`src/hdl/two_stage_phase_unwrapper_assert.svh`:
```
// Assertion macros used by the phase unwrapper queue (pup_fifo).
// Needs a clk and an active-low rst_n in the scope where a macro is used.
`ifndef TWO_STAGE_PHASE_UNWRAPPER_ASSERT_SVH
`define TWO_STAGE_PHASE_UNWRAPPER_ASSERT_SVH

// condition that holds on every clock edge out of reset
`define PUP_ASSERT_ALWAYS(lbl, cond, msg) \
  lbl: assert property (@(posedge clk) disable iff (!rst_n) (cond)) else $error(msg);

// consequent checked in the cycle after the antecedent
`define PUP_ASSERT_NEXT(lbl, ante, cons, msg) \
  lbl: assert property (@(posedge clk) disable iff (!rst_n) (ante) |=> (cons)) \
    else $error(msg);

`endif

```
`src/hdl/pup_pkg.sv`:
```
// Shared types and constants of the two-stage phase unwrapper.
// No dependencies; imported by every module of the block but pup_fifo.
package pup_pkg;

  // threshold register width and result width
  localparam int THR_BITS     = 13;
  localparam int OUT_BITS     = 32;
  localparam int CFG_IDX_BITS = 1;

  // configuration register indexes
  localparam logic [CFG_IDX_BITS-1:0] REG_WIDE_THR   = 1'b0;
  localparam logic [CFG_IDX_BITS-1:0] REG_NARROW_THR = 1'b1;

  // reset values: 1.5 pi and 0.5 pi in 1/4096 turn
  localparam logic [THR_BITS-1:0] WIDE_THR_RST   = 13'd3072;
  localparam logic [THR_BITS-1:0] NARROW_THR_RST = 13'd1024;

  typedef struct packed {
    logic [THR_BITS-1:0] wide_thr;
    logic [THR_BITS-1:0] narrow_thr;
  } pup_cfg_t;

endpackage

```
`src/hdl/pup_fifo.sv`:
```
// Small flop-based queue used between the front and back and at the output.
// Depends on the assertion macro header.
`include "two_stage_phase_unwrapper_assert.svh"

module pup_fifo #(
  parameter int WIDTH = 32,
  parameter int DEPTH = 2
) (
  input  logic             clk,
  input  logic             rst_n,
  input  logic             push,
  input  logic [WIDTH-1:0] push_data,
  output logic             full,
  input  logic             pop,
  output logic [WIDTH-1:0] pop_data,
  output logic             empty
);

  localparam int PW = (DEPTH > 1) ? $clog2(DEPTH) : 1;
  localparam int CW = $clog2(DEPTH + 1);

  logic [WIDTH-1:0] mem_r [DEPTH];
  logic [PW-1:0]    wr_ptr_r, wr_ptr_nxt;
  logic [PW-1:0]    rd_ptr_r, rd_ptr_nxt;
  logic [CW-1:0]    count_r, count_nxt;
  logic             push_acc;
  logic             pop_acc;

  assign full     = (count_r == CW'(DEPTH));
  assign empty    = (count_r == '0);
  assign push_acc = push && !full;
  assign pop_acc  = pop && !empty;
  assign pop_data = mem_r[rd_ptr_r];

  // pointer and fill count update
  always_comb begin
    wr_ptr_nxt = wr_ptr_r;
    rd_ptr_nxt = rd_ptr_r;
    count_nxt  = count_r;
    if (push_acc) begin
      wr_ptr_nxt = (wr_ptr_r == PW'(DEPTH - 1)) ? '0 : wr_ptr_r + PW'(1);
    end
    if (pop_acc) begin
      rd_ptr_nxt = (rd_ptr_r == PW'(DEPTH - 1)) ? '0 : rd_ptr_r + PW'(1);
    end
    if (push_acc && !pop_acc) begin
      count_nxt = count_r + CW'(1);
    end else if (pop_acc && !push_acc) begin
      count_nxt = count_r - CW'(1);
    end
  end

  always_ff @(posedge clk) begin
    if (!rst_n) begin
      wr_ptr_r <= '0;
      rd_ptr_r <= '0;
      count_r  <= '0;
    end else begin
      wr_ptr_r <= wr_ptr_nxt;
      rd_ptr_r <= rd_ptr_nxt;
      count_r  <= count_nxt;
    end
  end

  // storage write
  always_ff @(posedge clk) begin
    if (push_acc) begin
      mem_r[wr_ptr_r] <= push_data;
    end
  end

  `PUP_ASSERT_ALWAYS(a_count_bound, count_r <= CW'(DEPTH), "fifo count above depth")
  `PUP_ASSERT_NEXT(a_count_up, push_acc && !pop_acc, count_r == $past(count_r) + CW'(1), "fifo count did not rise on push")
  `PUP_ASSERT_NEXT(a_count_down, pop_acc && !push_acc, count_r == $past(count_r) - CW'(1), "fifo count did not fall on pop")

endmodule

```
`src/hdl/pup_front.sv`:
```
// Front end: mirrors each phase code and runs the full-turn unwrap stage.
// Depends on pup_pkg.
module pup_front
  import pup_pkg::*;
#(
  parameter int PHASE_BITS = 12,
  parameter int ACC_BITS   = 32
) (
  input  logic                      clk,
  input  logic                      rst_n,
  input  logic                      accept,
  input  logic [PHASE_BITS-1:0]     phase_code,
  input  logic                      first_sample,
  input  logic [THR_BITS-1:0]       wide_thr,
  output logic signed [ACC_BITS-1:0] stage_one
);

  // difference width and pre-clamp sum width
  localparam int D1W = (PHASE_BITS + 2 > THR_BITS + 1) ? PHASE_BITS + 2 : THR_BITS + 1;
  localparam int S1W = ((ACC_BITS > D1W) ? ACC_BITS : D1W) + 2;

  localparam logic signed [S1W-1:0] TURN =
    {{(S1W-PHASE_BITS-1){1'b0}}, 1'b1, {PHASE_BITS{1'b0}}};
  localparam logic signed [S1W-1:0] A_MAX =
    S1W'($signed({1'b0, {(ACC_BITS-1){1'b1}}}));
  localparam logic signed [S1W-1:0] A_MIN =
    S1W'($signed({1'b1, {(ACC_BITS-1){1'b0}}}));

  logic [PHASE_BITS:0]          mirrored;
  logic [PHASE_BITS:0]          prev_m_r;
  logic signed [ACC_BITS-1:0]   acc_r;
  logic signed [D1W-1:0]        m_s;
  logic signed [D1W-1:0]        diff;
  logic signed [D1W-1:0]        thr_s;
  logic signed [S1W-1:0]        sum;
  logic signed [ACC_BITS-1:0]   s1;

  // mirror: one full turn minus the code
  assign mirrored = {1'b1, {PHASE_BITS{1'b0}}} - {1'b0, phase_code};
  assign m_s      = D1W'($signed({1'b0, mirrored}));
  assign diff     = m_s - D1W'($signed({1'b0, prev_m_r}));
  assign thr_s    = D1W'($signed({1'b0, wide_thr}));

  // full-turn correction and saturation
  always_comb begin
    if (first_sample) begin
      sum = S1W'(m_s);
    end else if (diff > thr_s) begin
      sum = S1W'(acc_r) + S1W'(diff) - TURN;
    end else if (diff < -thr_s) begin
      sum = S1W'(acc_r) + S1W'(diff) + TURN;
    end else begin
      sum = S1W'(acc_r) + S1W'(diff);
    end
    if (sum > A_MAX) begin
      s1 = A_MAX[ACC_BITS-1:0];
    end else if (sum < A_MIN) begin
      s1 = A_MIN[ACC_BITS-1:0];
    end else begin
      s1 = sum[ACC_BITS-1:0];
    end
  end

  assign stage_one = s1;

  // stage-one state
  always_ff @(posedge clk) begin
    if (!rst_n) begin
      prev_m_r <= '0;
      acc_r    <= '0;
    end else if (accept) begin
      prev_m_r <= mirrored;
      acc_r    <= s1;
    end
  end

endmodule

```
`src/hdl/pup_back.sv`:
```
// Back end: half-turn unwrap stage on stage-one values and output saturation.
// Depends on pup_pkg.
module pup_back
  import pup_pkg::*;
#(
  parameter int PHASE_BITS = 12,
  parameter int ACC_BITS   = 32
) (
  input  logic                       clk,
  input  logic                       rst_n,
  input  logic                       go,
  input  logic signed [ACC_BITS-1:0] stage_one,
  input  logic                       first_sample,
  input  logic [THR_BITS-1:0]        narrow_thr,
  output logic signed [OUT_BITS-1:0] result
);

  localparam int D2W = ACC_BITS + 1;
  localparam int S2W = ACC_BITS + 3;
  localparam int OW  = (ACC_BITS > OUT_BITS) ? ACC_BITS : OUT_BITS;

  localparam logic signed [S2W-1:0] HALF =
    {{(S2W-PHASE_BITS){1'b0}}, 1'b1, {(PHASE_BITS-1){1'b0}}};
  localparam logic signed [S2W-1:0] A_MAX =
    S2W'($signed({1'b0, {(ACC_BITS-1){1'b1}}}));
  localparam logic signed [S2W-1:0] A_MIN =
    S2W'($signed({1'b1, {(ACC_BITS-1){1'b0}}}));
  localparam logic signed [OW-1:0] O_MAX =
    OW'($signed({1'b0, {(OUT_BITS-1){1'b1}}}));
  localparam logic signed [OW-1:0] O_MIN =
    OW'($signed({1'b1, {(OUT_BITS-1){1'b0}}}));

  logic signed [ACC_BITS-1:0] prev_s1_r;
  logic signed [ACC_BITS-1:0] acc_r;
  logic signed [D2W-1:0]      diff;
  logic signed [D2W-1:0]      thr_s;
  logic signed [S2W-1:0]      sum;
  logic signed [ACC_BITS-1:0] s2;
  logic signed [OW-1:0]       s2_ext;

  assign diff  = D2W'(stage_one) - D2W'(prev_s1_r);
  assign thr_s = D2W'($signed({1'b0, narrow_thr}));

  // half-turn correction and accumulator saturation
  always_comb begin
    if (diff > thr_s) begin
      sum = S2W'(acc_r) + S2W'(diff) - HALF;
    end else if (diff < -thr_s) begin
      sum = S2W'(acc_r) + S2W'(diff) + HALF;
    end else begin
      sum = S2W'(acc_r) + S2W'(diff);
    end
    if (first_sample) begin
      s2 = stage_one;
    end else if (sum > A_MAX) begin
      s2 = A_MAX[ACC_BITS-1:0];
    end else if (sum < A_MIN) begin
      s2 = A_MIN[ACC_BITS-1:0];
    end else begin
      s2 = sum[ACC_BITS-1:0];
    end
  end

  // clamp to the 32-bit result range
  assign s2_ext = OW'(s2);
  always_comb begin
    if (s2_ext > O_MAX) begin
      result = O_MAX[OUT_BITS-1:0];
    end else if (s2_ext < O_MIN) begin
      result = O_MIN[OUT_BITS-1:0];
    end else begin
      result = s2_ext[OUT_BITS-1:0];
    end
  end

  // stage-two state
  always_ff @(posedge clk) begin
    if (!rst_n) begin
      prev_s1_r <= '0;
      acc_r     <= '0;
    end else if (go) begin
      prev_s1_r <= stage_one;
      acc_r     <= s2;
    end
  end

endmodule

```
`src/hdl/two_stage_phase_unwrapper.sv`:
```
// Top level of the two-stage phase unwrapper: config registers and queues.
// Depends on pup_pkg, pup_front, pup_fifo and pup_back.
//
// Usage:
// - Input channel: an item (in_phase_code, in_first_sample) transfers on a
//   clock edge with in_push high and in_full low.
// - Result channel: out_unwrapped_phase holds the oldest result while
//   out_empty is low; it transfers on an edge with out_pop high.
// - Config channel: cfg_ready is always high; index 0 writes the full-turn
//   threshold, index 1 the half-turn threshold. Write only while idle.
// - An item is registered in the mid queue, then the back stage writes it to
//   the output queue. Throughput: one item per cycle while out_pop keeps up,
//   as front stage, back stage and output queue each take one item per clock.
// - Stall: a two-entry queue sits between front and back, another at the
//   output; when the receiver holds off popping both fill and in_full rises
//   once four items are held.
// - Reset: thresholds return to 3072 and 1024, all unwrap state is zero
//   and both queues empty.
module two_stage_phase_unwrapper
  import pup_pkg::*;
#(
  parameter int PHASE_BITS = 12,
  parameter int ACC_BITS   = 32
) (
  input  logic                       clk,
  input  logic                       rst_n,
  input  logic                       in_push,
  output logic                       in_full,
  input  logic [PHASE_BITS-1:0]      in_phase_code,
  input  logic                       in_first_sample,
  output logic                       out_empty,
  input  logic                       out_pop,
  output logic signed [OUT_BITS-1:0] out_unwrapped_phase,
  input  logic                       cfg_valid,
  output logic                       cfg_ready,
  input  logic [CFG_IDX_BITS-1:0]    cfg_index,
  input  logic [THR_BITS-1:0]        cfg_data
);

  localparam int MID_DEPTH = 2;
  localparam int OUT_DEPTH = 2;
  localparam int MID_W     = ACC_BITS + 1;

  pup_cfg_t                   cfg_r, cfg_nxt;
  logic                       in_acc;
  logic signed [ACC_BITS-1:0] front_s1;
  logic [MID_W-1:0]           mid_wdata;
  logic [MID_W-1:0]           mid_rdata;
  logic                       mid_empty;
  logic                       out_q_full;
  logic                       back_go;
  logic signed [OUT_BITS-1:0] back_result;

  // configuration registers
  assign cfg_ready = 1'b1;
  always_comb begin
    cfg_nxt = cfg_r;
    if (cfg_valid) begin
      case (cfg_index)
        REG_WIDE_THR:   cfg_nxt.wide_thr   = cfg_data;
        REG_NARROW_THR: cfg_nxt.narrow_thr = cfg_data;
        default:        cfg_nxt = cfg_r;
      endcase
    end
  end

  always_ff @(posedge clk) begin
    if (!rst_n) begin
      cfg_r.wide_thr   <= WIDE_THR_RST;
      cfg_r.narrow_thr <= NARROW_THR_RST;
    end else begin
      cfg_r <= cfg_nxt;
    end
  end

  // front: mirror and full-turn stage
  assign in_acc = in_push && !in_full;

  pup_front #(
    .PHASE_BITS (PHASE_BITS),
    .ACC_BITS   (ACC_BITS)
  ) u_front (
    .clk          (clk),
    .rst_n        (rst_n),
    .accept       (in_acc),
    .phase_code   (in_phase_code),
    .first_sample (in_first_sample),
    .wide_thr     (cfg_r.wide_thr),
    .stage_one    (front_s1)
  );

  // queue between front and back
  assign mid_wdata = {in_first_sample, front_s1};

  pup_fifo #(
    .WIDTH (MID_W),
    .DEPTH (MID_DEPTH)
  ) u_mid_q (
    .clk       (clk),
    .rst_n     (rst_n),
    .push      (in_push),
    .push_data (mid_wdata),
    .full      (in_full),
    .pop       (back_go),
    .pop_data  (mid_rdata),
    .empty     (mid_empty)
  );

  // back: half-turn stage, runs whenever an item waits and the output has room
  assign back_go = !mid_empty && !out_q_full;

  pup_back #(
    .PHASE_BITS (PHASE_BITS),
    .ACC_BITS   (ACC_BITS)
  ) u_back (
    .clk          (clk),
    .rst_n        (rst_n),
    .go           (back_go),
    .stage_one    (mid_rdata[ACC_BITS-1:0]),
    .first_sample (mid_rdata[ACC_BITS]),
    .narrow_thr   (cfg_r.narrow_thr),
    .result       (back_result)
  );

  // result queue
  pup_fifo #(
    .WIDTH (OUT_BITS),
    .DEPTH (OUT_DEPTH)
  ) u_out_q (
    .clk       (clk),
    .rst_n     (rst_n),
    .push      (back_go),
    .push_data (back_result),
    .full      (out_q_full),
    .pop       (out_pop),
    .pop_data  (out_unwrapped_phase),
    .empty     (out_empty)
  );

endmodule
```
`config.mk`:
```
export PLATFORM = sky130hd
export DESIGN_NAME = two_stage_phase_unwrapper
export DESIGN_NICKNAME = d
export VERILOG_FILES = /design/src/hdl/pup_pkg.sv /design/src/hdl/pup_fifo.sv /design/src/hdl/pup_front.sv /design/src/hdl/pup_back.sv /design/src/hdl/two_stage_phase_unwrapper.sv
export VERILOG_INCLUDE_DIRS = /design/src /design/src/hdl
export SDC_FILE = /design/constraint.sdc
export NUM_CORES = 1
export LEC_CHECK = 0
export BUFFER_PORTS_ARGS = -buffer_cell sky130_fd_sc_hd__buf_2
export CAP_MARGIN = 10
export CORE_ASPECT_RATIO = 2
export CORE_MARGIN = 3
export CORE_UTILIZATION = 55
export CTS_BUF_LIST = sky130_fd_sc_hd__clkbuf_4
export DETAILED_ROUTE_END_ITERATION = 7
export MAX_ROUTING_LAYER = met4
export PLACE_DENSITY = 0.72
export SLEW_MARGIN = 25
export SYNTH_ARGS = -nofsm -noshare
export SYNTH_HDL_FRONTEND = slang
export SYNTH_SLANG_ARGS = --single-unit
```
`constraint.sdc`:
```
create_clock -name clk -period 10.53 [get_ports clk]
set_input_delay 1.5795 -clock clk [delete_from_list [all_inputs] [get_ports clk]]
set_output_delay 1.5795 -clock clk [all_outputs]
set_load 0.1 [all_outputs]
```
==> metrics.txt <==
drc violations 0; Max Root-Sink Buffers 3; grt ovf 0; clk_skew 0.0580 ns; worst r2r dst u_out_q.mem_r[0][2]; Final Wtd Congestion 1.03; CTS root buf clkbuf_4; TritonCTS Sinks 275; Routed Antenna Nets 0; CTS buffer count 59; slew margin rel. 0.285; Mapped Nets 2765; starting density of the core 0.559; setup violators final 0; CTS tree yes; area delta synth->final 7.41%; Yosys Warn Count 0; Setup Buffers After CTS 0; Post-CTS Hold Buffers 0; cell count of the worst reg-to-reg path 25; DIE WIDTH 147 um; WL per Instance 20.7 um; CP arrival 9.82 ns; Hold Path Class register to register; Final Max Slew Viols 0; Fillers 3502; Netlist cell types 100; DRT Wirelength 64900 um; 1st-iter DRT viols 1060; Min-Delay Endpoint u_front.prev_m_r[2]; post-DP HPWL 51900 um; H-Tree Depth 2; die area 42100 um2; clock transition at the registers of the reported paths 0.07 ns; Reg area 6810 um2; average vias per placed instance 6.17; WS Path Type input port to register; sequential share of the synthesized area 0.313; Core Rows 102; Post-Synthesis Cells 2536; hold_sp u_front.prev_m_r[2]; crit path max fanout 19; total track usage 0.311; Data required, critical path 10.91 ns; antenna violations before repair 1; EDFF count, synth 130; Post-Syn Area 21800 um2; first-pass GRT wire length 102000 um; Final Critical Period 9.44 ns; Worst setup EP type register; Vert. Die Dim 287 um; status complete, no violations; highest clock rate 106 MHz; reg2reg setup slack 1.48 ns; share of cells above drive strength 1 0.121; max-cap violation count 0; # port buffers 65; Tcrit/Tclk final 0.897; PostCTS Resize Cnt 0; vias in the first global route 19500; CORE AREA 38900 um2; RSZ-0062 raised after global routing false; nets 2800; Worst-Margin Slew 1.06 ns; CP startpoint kind input port; largest net degree at the start of global routing 90; final hold violation count 0; Top Ports 67; syn_area_per_cell 8.58 um2; Post-synth ARST share 0; first-pass iteration count of the detailed router 7; Main synth FF type dfxtp_1; footprint of the multi-input gates 14100 um2; worst-skew pair later-pin latency 0.74 ns; number of synthesized register bits 275; setup TNS 0 ns; vias 19400; worst hold stages 2
## registers in the layout, summed over array words and instances, names as in the netlist, 2 cells and up, named ones only
name	count
cfg_r	26
u_back.acc_r	32
u_back.prev_s1_r	32
u_front.acc_r	32
u_front.prev_m_r	13
u_mid_q.count_r	2
u_mid_q.mem_r	66
u_out_q.count_r	2
u_out_q.mem_r	64
## critical path: stages
cell and delay (ns):
buf_2 0.13, or4_1 0.60, nor4b_1 0.52, xnor2_1 0.20
ha_1 0.24, or3_1 0.32, o311ai_0 0.46, o21ai_0 0.36
inv_1 0.31, buf_4 0.31, ha_1 0.38, a21o_1 0.26
nand3_1 0.09, nand2_1 0.12, nor2b_1 0.18, a211o_1 0.35
o21a_1 0.24, or4_4 0.49, nor4_1 0.69, or4b_2 0.67
and2_1 0.20, a21o_1 0.19, a21oi_2 0.64, o21ai_0 0.27
## Yosys cell counts, types with 18 or more instances
library cell | instances | area share
mux2_2 | 64 | 0.033
inv_1 | 124 | 0.021
a21o_1 | 58 | 0.020
o21a_1 | 27 | 0.0093
a21oi_1 | 134 | 0.031
nor3_1 | 53 | 0.012
nor4_1 | 20 | 0.0057
dfxtp_1 | 145 | 0.13
nor2b_1 | 26 | 0.0075
clkbuf_1 | 88 | 0.015
a21boi_0 | 56 | 0.019
xor2_1 | 43 | 0.017
nand2_1 | 226 | 0.039
nor3b_1 | 38 | 0.013
a211oi_1 | 19 | 0.0066
xnor2_1 | 107 | 0.043
a31oi_1 | 18 | 0.0052
and2_1 | 32 | 0.0092
o21ai_0 | 126 | 0.029
nand4_1 | 34 | 0.0098
o31ai_1 | 42 | 0.014
ha_1 | 193 | 0.11
edfxtp_1 | 130 | 0.18
nor2_1 | 249 | 0.043
o211ai_1 | 25 | 0.0086
and3_1 | 20 | 0.0057
nand3_1 | 75 | 0.017
nand2b_1 | 27 | 0.0078
a21boi_1 | 21 | 0.0072
## worst max-delay path by stage
stage	end	slack, ns	startpoint	cells past startpoint
after floorplan	u_mid_q.mem_r[0][10]	2.04	in_phase_code[4]	24
after global placement	u_mid_q.mem_r[0][8]	0.73	in_phase_code[4]	25
final	u_mid_q.mem_r[0][12]	1.09	in_phase_code[4]	24
after detailed placement	u_mid_q.mem_r[1][12]	0.52	in_phase_code[4]	24
after CTS	u_mid_q.mem_r[0][12]	1.25	in_phase_code[4]	24
after global routing	u_mid_q.mem_r[0][12]	0.56	in_phase_code[0]	33
## layout by cell type (no fill, tap or decap), drive strengths merged, types with 16 or more instances in the layout
master / synthesis / final
nor2: 251 / 251
nand2: 226 / 226
ha: 193 / 193
o21ai: 154 / 154
dfxtp: 145 / 145
a21oi: 137 / 137
edfxtp: 130 / 130
inv: 124 / 127
xnor2: 107 / 107
buf: 23 / 87
clkbuf: 90 / 82
a21boi: 77 / 77
nand3: 76 / 76
mux2: 64 / 64
a21o: 58 / 58
nor3: 54 / 54
xor2: 43 / 43
o31ai: 42 / 42
nor3b: 38 / 38
and2: 36 / 36
nand4: 34 / 34
nand2b: 27 / 27
o21a: 27 / 27
nor2b: 26 / 26
o211ai: 25 / 25
a211oi: 22 / 22
nor4: 21 / 21
and3: 20 / 20
a31oi: 18 / 18
clkinv: 0 / 18
or3: 17 / 17
o211a: 17 / 17
o21ba: 16 / 16
## metal layers
layer  up-vias  wire length [um]  GRT usage
met5         -                 0          -
met4         0              6620      0.270
met3       249              2170     0.0281
met2       574             34500      0.573
met1      9139             21600      0.280
li1       9427                 -          -
## per-stage QoR
| step | cell area [um2] | util | worst slack [ns] | std cells | hold WS, ns |
|---|---|---|---|---|---|
| floorplan | 21800 | - | 2.04 | 2536 | 0.443 |
| global placement | 22500 | 0.577 | 0.733 | 3030 | 0.453 |
| detailed placement | 22500 | 0.577 | 0.524 | 3030 | 0.460 |
| CTS | 23400 | 0.601 | 1.25 | 3141 | 0.471 |
| global route | 23400 | 0.601 | 0.563 | 3143 | 0.493 |
| finish | 23400 | 0.601 | 1.09 | 3143 | 0.466 |
## logic make-up (layout without fill, tap and decap cells)
kind of cell | Yosys count | in the layout | synth area share
buffers and inverters | 237 | 322 | 0.0432
DFF | 275 | 275 | 0.313
muxes | 79 | 79 | 0.0400
xor gates and xnor gates | 150 | 150 | 0.0603
AOI/OAI and AO/OA | 709 | 709 | 0.226
and+or+nand+nor | 888 | 888 | 0.203
adders and majority gates | 197 | 197 | 0.115
other | 1 | 3 | 0.000172
## layout make-up
cell class,count,area share
antenna,2,0.000214
multi-input combinational,2024,0.601
inverter,124,0.0199
clock inverter,29,0.0121
clock buffer,82,0.0263
timing repair buffer,87,0.0211
tap,520,0.0278
sequential,275,0.291
Power is left out: the tool's default activity adds up to more than one toggle a clock period on the data nets, which glitch-free logic cannot reach.
